File: src/rtl/fcpa_pkg.sv
package fcpa_pkg;

    localparam int POOL_DEPTH = 256;
    localparam int IDX_W      = 8;
    localparam int POOL_SPAN  = (POOL_DEPTH < (1 << IDX_W)) ? POOL_DEPTH : (1 << IDX_W);
    localparam int RAM_AW     = (POOL_SPAN > 1) ? $clog2(POOL_SPAN) : 1;
    localparam int CNT_W      = 9;
    localparam int BYTES_W    = 16;
    localparam int ADDR_W     = 32;
    localparam int PROD_W     = IDX_W + BYTES_W;
    localparam int PADDR_W    = 4;

    localparam logic [CNT_W-1:0] POOL_SPAN_CNT = CNT_W'(POOL_SPAN);
    localparam logic [CNT_W-1:0] COUNT_MAX     = '1;

    localparam logic [1:0] KIND_ALLOC = 2'd0;
    localparam logic [1:0] KIND_FREE  = 2'd1;
    localparam logic [1:0] KIND_RESET = 2'd2;

    localparam logic [1:0] STATUS_OK      = 2'd0;
    localparam logic [1:0] STATUS_REFUSED = 2'd1;
    localparam logic [1:0] STATUS_RANGE   = 2'd2;

    typedef struct packed {
        logic [1:0]         kind;
        logic [BYTES_W-1:0] request_bytes;
        logic [IDX_W-1:0]   chunk_index;
    } in_item_t;

    typedef struct packed {
        logic [1:0]        status;
        logic [IDX_W-1:0]  granted_index;
        logic [ADDR_W-1:0] granted_address;
        logic [CNT_W-1:0]  free_count;
    } out_item_t;

    typedef struct packed {
        logic [BYTES_W-1:0] chunk_bytes;
        logic [CNT_W-1:0]   chunks_in_use;
        logic [ADDR_W-1:0]  pool_base;
    } cfg_t;

    typedef struct packed {
        logic              we;
        logic [RAM_AW-1:0] addr;
        logic [IDX_W-1:0]  wdata;
    } ram_req_t;

endpackage

File: src/rtl/fcpa_regs.sv
module fcpa_regs (
    input  logic                         aclk,
    input  logic                         aresetn,
    input  logic                         psel,
    input  logic                         penable,
    input  logic                         pwrite,
    input  logic [fcpa_pkg::PADDR_W-1:0] paddr,
    input  logic [31:0]                  pwdata,
    output logic [31:0]                  prdata,
    output logic                         pready,
    output fcpa_pkg::cfg_t               cfg
);

    localparam logic [1:0] REG_CHUNK_BYTES = 2'd0;
    localparam logic [1:0] REG_CHUNKS      = 2'd1;
    localparam logic [1:0] REG_BASE        = 2'd2;

    fcpa_pkg::cfg_t cfg_reg, cfg_next;
    logic           wr_en;

    assign wr_en  = psel && penable && pwrite;
    assign pready = 1'b1;
    assign cfg    = cfg_reg;

    always_comb begin
        cfg_next = cfg_reg;
        if (wr_en) begin
            unique case (paddr[3:2])
                REG_CHUNK_BYTES: cfg_next.chunk_bytes   = pwdata[fcpa_pkg::BYTES_W-1:0];
                REG_CHUNKS:      cfg_next.chunks_in_use = pwdata[fcpa_pkg::CNT_W-1:0];
                REG_BASE:        cfg_next.pool_base     = pwdata;
                default: ;
            endcase
        end
    end

    always_comb begin
        unique case (paddr[3:2])
            REG_CHUNK_BYTES: prdata = 32'(cfg_reg.chunk_bytes);
            REG_CHUNKS:      prdata = 32'(cfg_reg.chunks_in_use);
            REG_BASE:        prdata = cfg_reg.pool_base;
            default:         prdata = '0;
        endcase
    end

    always_ff @(posedge aclk) begin
        if (!aresetn) begin
            cfg_reg.chunk_bytes   <= 16'd8;
            cfg_reg.chunks_in_use <= '0;
            cfg_reg.pool_base     <= '0;
        end else begin
            cfg_reg <= cfg_next;
        end
    end

endmodule

File: src/rtl/fcpa_link_ram.sv
module fcpa_link_ram (
    input  logic                           aclk,
    input  fcpa_pkg::ram_req_t             req,
    output logic [fcpa_pkg::IDX_W-1:0]     rdata
);

    logic [fcpa_pkg::IDX_W-1:0] mem [fcpa_pkg::POOL_SPAN];
    logic [fcpa_pkg::IDX_W-1:0] rdata_reg;

    assign rdata = rdata_reg;

    always_ff @(posedge aclk) begin
        if (req.we) begin
            mem[req.addr] <= req.wdata;
        end
        rdata_reg <= mem[req.addr];
    end

endmodule

File: src/rtl/fcpa_ctrl.sv
module fcpa_ctrl (
    input  logic                       aclk,
    input  logic                       aresetn,
    input  fcpa_pkg::cfg_t             cfg,
    input  logic                       s_valid,
    output logic                       s_ready,
    input  fcpa_pkg::in_item_t         s_data,
    output logic                       m_valid,
    input  logic                       m_ready,
    output fcpa_pkg::out_item_t        m_data,
    output fcpa_pkg::ram_req_t         ram_req,
    input  logic [fcpa_pkg::IDX_W-1:0] ram_rdata
);

    typedef enum logic [3:0] {
        ST_IDLE     = 4'b0001,
        ST_ALLOC_RD = 4'b0010,
        ST_REBUILD  = 4'b0100,
        ST_EMIT     = 4'b1000
    } state_t;

    state_t                        state_reg, state_next;
    logic [fcpa_pkg::IDX_W-1:0]    head_reg, head_next;
    logic [fcpa_pkg::CNT_W-1:0]    count_reg, count_next;
    logic [fcpa_pkg::CNT_W-1:0]    walk_reg, walk_next;
    logic [fcpa_pkg::CNT_W-1:0]    span_reg, span_next;
    logic [fcpa_pkg::PROD_W-1:0]   product_reg, product_next;
    logic [1:0]                    pend_status_reg, pend_status_next;
    logic [fcpa_pkg::IDX_W-1:0]    pend_index_reg, pend_index_next;
    logic [fcpa_pkg::ADDR_W-1:0]   pend_addr_reg, pend_addr_next;
    logic                          m_valid_reg, m_valid_next;
    fcpa_pkg::out_item_t           m_data_reg, m_data_next;
    logic [fcpa_pkg::CNT_W-1:0]    pool_size;

    assign s_ready = (state_reg == ST_IDLE);
    assign m_valid = m_valid_reg;
    assign m_data  = m_data_reg;

    assign pool_size = (cfg.chunks_in_use > fcpa_pkg::POOL_SPAN_CNT) ?
                       fcpa_pkg::POOL_SPAN_CNT : cfg.chunks_in_use;

    always_comb begin
        state_next       = state_reg;
        head_next        = head_reg;
        count_next       = count_reg;
        walk_next        = walk_reg;
        span_next        = span_reg;
        product_next     = product_reg;
        pend_status_next = pend_status_reg;
        pend_index_next  = pend_index_reg;
        pend_addr_next   = pend_addr_reg;
        m_valid_next     = m_valid_reg;
        m_data_next      = m_data_reg;
        ram_req.we       = 1'b0;
        ram_req.addr     = fcpa_pkg::RAM_AW'(head_reg);
        ram_req.wdata    = '0;

        if (m_valid_reg && m_ready) begin
            m_valid_next = 1'b0;
        end

        unique case (state_reg)
            ST_IDLE: begin
                if (s_valid) begin
                    pend_status_next = fcpa_pkg::STATUS_OK;
                    pend_index_next  = '0;
                    pend_addr_next   = '0;
                    state_next       = ST_EMIT;
                    unique case (s_data.kind)
                        fcpa_pkg::KIND_ALLOC: begin
                            if (s_data.request_bytes > cfg.chunk_bytes || count_reg == '0) begin
                                pend_status_next = fcpa_pkg::STATUS_REFUSED;
                            end else begin
                                // read the next link while the product settles
                                product_next    = fcpa_pkg::PROD_W'(head_reg) *
                                                  fcpa_pkg::PROD_W'(cfg.chunk_bytes);
                                pend_index_next = head_reg;
                                state_next      = ST_ALLOC_RD;
                            end
                        end
                        fcpa_pkg::KIND_FREE: begin
                            if (fcpa_pkg::CNT_W'(s_data.chunk_index) >= pool_size ||
                                count_reg == fcpa_pkg::COUNT_MAX) begin
                                pend_status_next = fcpa_pkg::STATUS_RANGE;
                            end else begin
                                ram_req.we    = 1'b1;
                                ram_req.addr  = fcpa_pkg::RAM_AW'(s_data.chunk_index);
                                ram_req.wdata = (count_reg != '0) ? head_reg : '0;
                                head_next     = s_data.chunk_index;
                                count_next    = count_reg + 1'b1;
                            end
                        end
                        fcpa_pkg::KIND_RESET: begin
                            span_next = pool_size;
                            walk_next = '0;
                            if (pool_size == '0) begin
                                head_next  = '0;
                                count_next = '0;
                            end else begin
                                state_next = ST_REBUILD;
                            end
                        end
                        default: ;
                    endcase
                end
            end
            ST_ALLOC_RD: begin
                head_next      = ram_rdata;
                count_next     = count_reg - 1'b1;
                pend_addr_next = cfg.pool_base + fcpa_pkg::ADDR_W'(product_reg);
                state_next     = ST_EMIT;
            end
            ST_REBUILD: begin
                // each entry links to the one below it, entry zero ends the list
                ram_req.we    = 1'b1;
                ram_req.addr  = fcpa_pkg::RAM_AW'(walk_reg);
                ram_req.wdata = (walk_reg == '0) ? '0 : fcpa_pkg::IDX_W'(walk_reg - 1'b1);
                if (walk_reg == span_reg - 1'b1) begin
                    head_next  = fcpa_pkg::IDX_W'(walk_reg);
                    count_next = span_reg;
                    state_next = ST_EMIT;
                end else begin
                    walk_next = walk_reg + 1'b1;
                end
            end
            ST_EMIT: begin
                if (!m_valid_reg || m_ready) begin
                    m_valid_next                = 1'b1;
                    m_data_next.status          = pend_status_reg;
                    m_data_next.granted_index   = pend_index_reg;
                    m_data_next.granted_address = pend_addr_reg;
                    m_data_next.free_count      = count_reg;
                    state_next                  = ST_IDLE;
                end
            end
            default: begin
                state_next = ST_IDLE;
            end
        endcase
    end

    always_ff @(posedge aclk) begin
        if (!aresetn) begin
            state_reg   <= ST_IDLE;
            head_reg    <= '0;
            count_reg   <= '0;
            m_valid_reg <= 1'b0;
        end else begin
            state_reg   <= state_next;
            head_reg    <= head_next;
            count_reg   <= count_next;
            m_valid_reg <= m_valid_next;
        end
    end

    always_ff @(posedge aclk) begin
        walk_reg        <= walk_next;
        span_reg        <= span_next;
        product_reg     <= product_next;
        pend_status_reg <= pend_status_next;
        pend_index_reg  <= pend_index_next;
        pend_addr_reg   <= pend_addr_next;
        m_data_reg      <= m_data_next;
    end

endmodule

File: src/rtl/fixed_chunk_pool_allocator.sv
// Fixed-size chunk pool allocator with a LIFO free list kept in a link memory.
// Input channel s_valid/s_ready/s_data carries one item: allocate, free a chunk,
// or rebuild the pool. Each item yields exactly one result item on
// m_valid/m_ready/m_data: status, granted index and address, free count.
// Configuration (chunk size, chunk count, base address) goes through the APB
// port at byte addresses 0, 4 and 8; write it only while the block is idle.
// Path from accept to result valid: free and unused kinds go straight to the
// emit state; an allocate first reads the next link (it comes out of the
// synchronous link memory in the cycle after the read); a pool rebuild walks
// the pool first, the sequencer writing one link entry per cycle.
// One item is in flight at a time; s_ready rises again as soon as the result
// moves into the output register, so a new item may be taken while that
// result still waits for m_ready.
// A stalled receiver holds the result in the output register; a following
// item finishes its work and then waits until the register frees up.
// Reset (aresetn, synchronous) empties the list and restores chunk size 8,
// chunk count 0 and base 0; the link memory needs no clearing pass.
module fixed_chunk_pool_allocator (
    input  logic                         aclk,
    input  logic                         aresetn,
    input  logic                         s_valid,
    output logic                         s_ready,
    input  fcpa_pkg::in_item_t           s_data,
    output logic                         m_valid,
    input  logic                         m_ready,
    output fcpa_pkg::out_item_t          m_data,
    input  logic                         psel,
    input  logic                         penable,
    input  logic                         pwrite,
    input  logic [fcpa_pkg::PADDR_W-1:0] paddr,
    input  logic [31:0]                  pwdata,
    output logic [31:0]                  prdata,
    output logic                         pready
);

    fcpa_pkg::cfg_t             cfg;
    fcpa_pkg::ram_req_t         ram_req;
    logic [fcpa_pkg::IDX_W-1:0] ram_rdata;

    // configuration registers
    fcpa_regs u_regs (
        .aclk    (aclk),
        .aresetn (aresetn),
        .psel    (psel),
        .penable (penable),
        .pwrite  (pwrite),
        .paddr   (paddr),
        .pwdata  (pwdata),
        .prdata  (prdata),
        .pready  (pready),
        .cfg     (cfg)
    );

    // free-list links: one access per cycle, read data registered
    fcpa_link_ram u_link_ram (
        .aclk  (aclk),
        .req   (ram_req),
        .rdata (ram_rdata)
    );

    // head, counter, rebuild sequencer and output register
    fcpa_ctrl u_ctrl (
        .aclk      (aclk),
        .aresetn   (aresetn),
        .cfg       (cfg),
        .s_valid   (s_valid),
        .s_ready   (s_ready),
        .s_data    (s_data),
        .m_valid   (m_valid),
        .m_ready   (m_ready),
        .m_data    (m_data),
        .ram_req   (ram_req),
        .ram_rdata (ram_rdata)
    );

endmodule

File: config.mk
export PLATFORM = sky130hd
export DESIGN_NAME = fixed_chunk_pool_allocator
export DESIGN_NICKNAME = d
export VERILOG_FILES = /design/src/rtl/fcpa_pkg.sv /design/src/rtl/fcpa_regs.sv /design/src/rtl/fcpa_link_ram.sv /design/src/rtl/fcpa_ctrl.sv /design/src/rtl/fixed_chunk_pool_allocator.sv
export SDC_FILE = /design/constraint.sdc
export NUM_CORES = 2
export LEC_CHECK = 0
export BUFFER_PORTS_ARGS = -buffer_cell sky130_fd_sc_hd__clkbuf_2
export CAP_MARGIN = 20
export CORE_MARGIN = 4
export CORE_UTILIZATION = 40
export DETAILED_ROUTE_END_ITERATION = 8
export GPL_ROUTABILITY_DRIVEN = 0
export MAX_ROUTING_LAYER = met4
export SLEW_MARGIN = 20
export SYNTH_ARGS = -nofsm -noshare
export SYNTH_HDL_FRONTEND = slang
export SYNTH_SLANG_ARGS = --single-unit
File: constraint.sdc
create_clock -name aclk -period 13.1 [get_ports aclk]
set_clock_uncertainty 0.05 [all_clocks]
set_input_delay 2.62 -clock aclk [delete_from_list [all_inputs] [get_ports aclk]]
set_output_delay 2.62 -clock aclk [all_outputs]
set_load 0.1 [all_outputs]
# Word-level counts from Yosys, hierarchy flattened

Memory sizes are Yosys's and may differ from the RTL's. A register that Yosys moved wholly into a read port is not among the register bits.
Index checks and enable logic that the tools add are counted.

Register bits: 214
Bits in writable memories: 2,048
Input bits: 69
Output and inout bits: 86
Word-level logic and storage cells: 117
Memories: 1

Memory list:

| name           | words | bits a word | read ports | clocked after memory_dff | wr ports | line               | text |
|---|---|---|---|---|---|---|---|
| u_link_ram.mem | 256   | 8           | 1          | 1                        | 1        | fcpa_link_ram.sv:7 | `logic [fcpa_pkg::IDX_W-1:0] mem [fcpa_pkg::POOL_SPAN];` |

Add/sub/neg operators: 6
$mul: 1
$lt $le $gt $ge: 3
Equality and inequality tests: 18
Muxes and demuxes: 41
Bitwise gates (word level): 2
Reductions and logical operators: 28

Operators by type and width:

| kind                | number |
|---|---|
| $pmux 32 s3         | 1 |
| $mux 9              | 8 |
| $pmux 32 s2         | 1 |
| $mux 17             | 3 |
| $mux 8              | 6 |
| $pmux 9 s2          | 2 |
| $pmux 17 s2         | 1 |
| $add 32x24->32      | 1 |
| $mux 32             | 1 |
| $logic_not 9->1     | 3 |
| $pmux 9 s3          | 1 |
| $mul 8x16->24       | 1 |
| $pmux 8 s3          | 1 |
| $mux 4              | 5 |
| $add 9x1->9 const B | 2 |
| $sub 9x1->9 const B | 2 |
| $gt 16x16->1        | 1 |
| $pmux 4 s4          | 1 |
| $pmux 8 s2          | 1 |
| $reduce_and 2->1    | 6 |
| $eq 9x9->1          | 1 |
| $eq 9x9->1 const B  | 1 |
| $ge 8x9->1          | 1 |
| $gt 9x9->1 const B  | 1 |
| 28 further kinds    | 47 |

# Depth between registers and ports, before layout

Word-level depth: 10
Depth in mapped cells: 23

# Modules after synthesis

Synthesis repeated with hierarchy kept, for this count alone.

Cells, all modules: 5,086
Area, all modules: 93,722.4 µm²

By module, submodules not included:

| module        | times used | cells each | area each (µm²) | seq. area each (µm²) |
|---|---|---|---|---|
| fcpa_link_ram | 1          | 3,547      | 78,492.8        | 61,659.1 |
| fcpa_ctrl     | 1          | 1,249      | 12,605.8        | 4,494.3 |
| fcpa_regs     | 1          | 290        | 2,623.8         | 1,141.1 |

# Worst setup path after synthesis

No wires, ideal clock.

Path kind: flip-flop to flip-flop
Start: register u_ctrl.state_reg[1]
End: memory u_link_ram.mem[0][3] (netlist bit), data pin
Library setup time: 2.187 ns
Arrival: 11.601 ns
Required time: 10.863 ns
Slack: -0.738 ns
Cell stages (with the launch flop): 7
Path buffers: 2
Clock period less this slack: 13.838 ns
Cell sequence: dfxtp_1 nand2b_1 nor3_1 clkbuf_1 clkbuf_1 nand2_1 o21ai_0

RTL lines:

| element                | line               | text |
|---|---|---|
| from (decl)            | fcpa_ctrl.sv:22    | `state_t state_reg, state_next;` |
| from (signal assigned) | fcpa_ctrl.sv:149   | `state_reg <= state_next;` |
| to (decl)              | fcpa_link_ram.sv:7 |  |

# Final worst setup path

Start: input port s_data[0] (netlist bit)
End: register u_link_ram.rdata_reg (netlist bit u_link_ram.rdata[0]), read port of u_link_ram.mem

Word-level cells in the longest chain between the ends: 6

Ends and longest elaborated chain:

| element          | line                             | text |
|---|---|---|
| from (decl)      | fixed_chunk_pool_allocator.sv:23 | `input fcpa_pkg::in_item_t s_data,` |
| $ge 8x9->1       | fcpa_ctrl.sv:82                  | `if (fcpa_pkg::CNT_W'(s_data.chunk_index) >= pool_size \|\|` |
| $logic_or 1x1->1 | fcpa_ctrl.sv:82                  |  |
| $mux 17 (*)      | fcpa_ctrl.sv:82                  |  |
| $mux 17 (*)      | fcpa_ctrl.sv:69                  | `unique case (s_data.kind)` |
| $mux 17 (*)      | fcpa_ctrl.sv:64                  | `if (s_valid) begin` |
| $pmux 17 s2 (*)  | fcpa_ctrl.sv:62                  | `unique case (state_reg)` |
| to (decl)        | fcpa_link_ram.sv:8               | `logic [fcpa_pkg::IDX_W-1:0] rdata_reg;` |

Mark *: on every way between the ends. The rest lies on a longest branch, timed or not.
A chain may end at the register's enable or synchronous reset.

==> out/results.tsv <==
stage	metric	value	unit
worst_setup_path	worstPathMaxFanout	40	
floorplanning	coreArea	0.2251	mm2
cells_and_area	largest_reg_flops	2048	
route	drcViolationCount	0	
route	vias	54000	
clock_tree	cts_buffers	220	
logic_synthesis	synth_seq_cells	2270	
timing	tightest_slew	1.238	ns
logic_synthesis	synth.top_cell.area_share	0.7237	
route	drt-initial-drc-count	6574	
worst_setup_path	cp.arrival	8.84	ns
timing	tns	0	ns
floorplanning	ios	155	
logic_synthesis	ys_async_sr_fraction	0	
timing	finalHoldWorstSlack	0.3599	ns
clock_tree	cts-hold-fix-buffers	0	
clock_tree	cts_resized	0	
logic_synthesis	synth.most_common_cell	edfxtp_1	
timing	setup_viol	0	
floorplanning	die_w	483.9	um
global_route	grt_pass1_wl	353.0	mm
cells_and_area	syn_to_final_growth	12.12	%
clock_tree	cts_sinks	2270	
floorplanning	die_area	0.2341	mm2
placed_design	dp_hpwl	141.0	mm
floorplanning	num_rows	174	
logic_synthesis	syn_area	0.09059	mm2
route	drt-total-wl	240.1	mm
run_status	status	complete, no violations	
global_route	antenna_found_initial	3	
logic_synthesis	ys.flop_type	edfxtp_1	
power	p_per_area	145.6	mW/mm2
global_route	grt_pass1_vias	52100	
global_route	grt.total_usage	0.2049	
clock_tree	clk_latency	0.89	ns
worst_setup_path	cp-start-kind	input pin	
cells_and_area	design_area	0.1016	mm2
worst_setup_path	r2r_setup_slack	5.99	ns
logic_synthesis	synth_edf_count	2183	
logic_synthesis	synth_warnings	0	
clock_tree	cts_tree	done	
clock_tree	max-clock-path-buffers	3	
timing	finalMaxSlewViolations	0	
placed_design	numPortBuffers	151	
clock_tree	cts_root_buf	clkbuf_16	
logic_synthesis	yosysUniqueCellTypes	71	
logic_synthesis	syn_nets	6252	
global_route	grt_max_degree	201	
route	ant_nets	0	
route	routedWlPerCell	25.95	um
floorplanning	start_util	0.4024	
floorplanning	dieHeight	483.9	um
cells_and_area	final_util	0.4512	
power	power_leakage	32.08	nW
cells_and_area	drive_above_1_share	0.09589	
worst_setup_path	crit_type	input pin to flop	
job	max-cap-violations	0	
timing	hold_viol	0	
timing	post-route-period-util	0.6282	
worst_setup_path	cp-end-kind	flop	
placed_design	pre_cts_slack	4.360	ns
timing	fin_ws	4.870	ns
clock_tree	ctsHtreeMaxLevel	4	
route	drtPass1Iterations	6	
timing	rsz0062_at_grt	false	
route	viasPerCell	5.837	
clock_tree	clk_pin_slew	0.07	ns
power	irDropWorstVdd	0.1261	mV
logic_synthesis	synthTopCellsByArea	edfxtp_1 72%, a22oi_1 8.5%, a21oi_1 3.4%	
global_route	gr-total-overflow	0	
logic_synthesis	netlist_instances	6000	
timing	layout_min_cycle_time	8.230	ns
min_path	min_path_type	flop to flop	
clock_tree	cts_setup_buffers	0	
logic_synthesis	synthTopCellsByCount	2183 x edfxtp_1, 1026 x a22oi_1, 613 x a21oi_1	
logic_synthesis	synth_largest_area_cell	edfxtp_1	
logic_synthesis	ys_seq_area_frac	0.7429	
cells_and_area	final_nets	6316	
logic_synthesis	syn_avg_cell_area	15.10	um2
timing	relSlewSlack	0.1683	
worst_setup_path	crit_required	13.71	ns
timing	max_freq	121.5	MHz
placed_design	placed_area	0.09446	mm2
layout by cell type, fill, tap and decap left out, drive strengths merged, types with 63 or more instances in the layout:
cell type	netlist	final
ha	98	98
fa	85	85
o22ai	63	63
inv	128	137
clkinv	1	111
nor4	132	132
dfxtp	87	87
a22oi	1027	1027
nor2	372	372
nand2	261	261
clkbuf	251	426
o21ai	90	90
a21oi	613	613
buf	156	98
edfxtp	2183	2183
and2	99	99
where the power goes:
group	total, mW	switching, mW	internal, mW
logic	0.720	0.525	0.195
registers	7.93	0.0446	7.88
clock network	6.14	2.74	3.40
total	14.8	3.31	11.5
routing by layer:
layer | track usage | vias to the layer above | wire [um]
li1 | - | 23760 | -
met1 | 0.2867 | 27430 | 101900
met2 | 0.3115 | 2439 | 112000
met3 | 0.03839 | 370 | 20560
met4 | 0.05002 | 0 | 5642
met5 | - | - | 0
critical path: stages:
cell and delay [ns]:
clkbuf_2 0.17, inv_1 0.06, ha_1 0.27, nand2b_1 0.10
a41oi_1 0.13, o311ai_2 0.51, nor3_2 0.22, nor2_1 0.64
a221o_1 0.54, nand2b_4 0.67, buf_4 0.46, a21oi_1 0.11
nor4_1 0.82, o22ai_1 0.16, nor3_1 1.04, nand4_1 0.22
final timing paths:
path | from | end | cells past startpoint
setup / recovery | s_data[0] | u_link_ram.rdata[0] | 16
hold / removal | u_ctrl.pend_index_reg[2] | u_ctrl.m_data[43] | 0
setup reg to reg | u_ctrl.count_reg[1] | u_link_ram.rdata[0] | 17
hold reg to reg | u_ctrl.pend_index_reg[2] | u_ctrl.m_data[43] | 0
cells by family (layout without fill, tap and decap cells):
family	Yosys count	in the layout	synth area share
AO/OA/AOI/OAI	1895	1895	0.1379
AND/OR/NAND/NOR	1026	1026	0.05314
XOR/XNOR	60	60	0.005801
adder cells (fa/ha/maj)	183	183	0.03232
flip-flops	2270	2270	0.7429
buffers and inverters	536	793	0.02472
other	1	3	0.00004140
multiplexers	29	29	0.003204
layout make-up:
type | instances | area, um2
Fill cell | 19550 | 123500
Sequential cell | 2270 | 67290
Multi-Input combinational cell | 3194 | 21270
Clock buffer | 275 | 5763
Tap cell | 2992 | 3744
Timing Repair Buffer | 249 | 1715
Clock inverter | 140 | 1289
Inverter | 129 | 484.2
Antenna cell | 2 | 5.005
metrics by stage:
stage | total power [mW] | std cells
after floorplan | 8.535 | 6000
after global placement | 8.786 | 8833
after detailed placement | 8.794 | 8833
after CTS | 14.86 | 9248
after global routing | 15.24 | 9250
final | 14.79 | 9251
No activity file was read; power rests on OpenSTA's default activity.
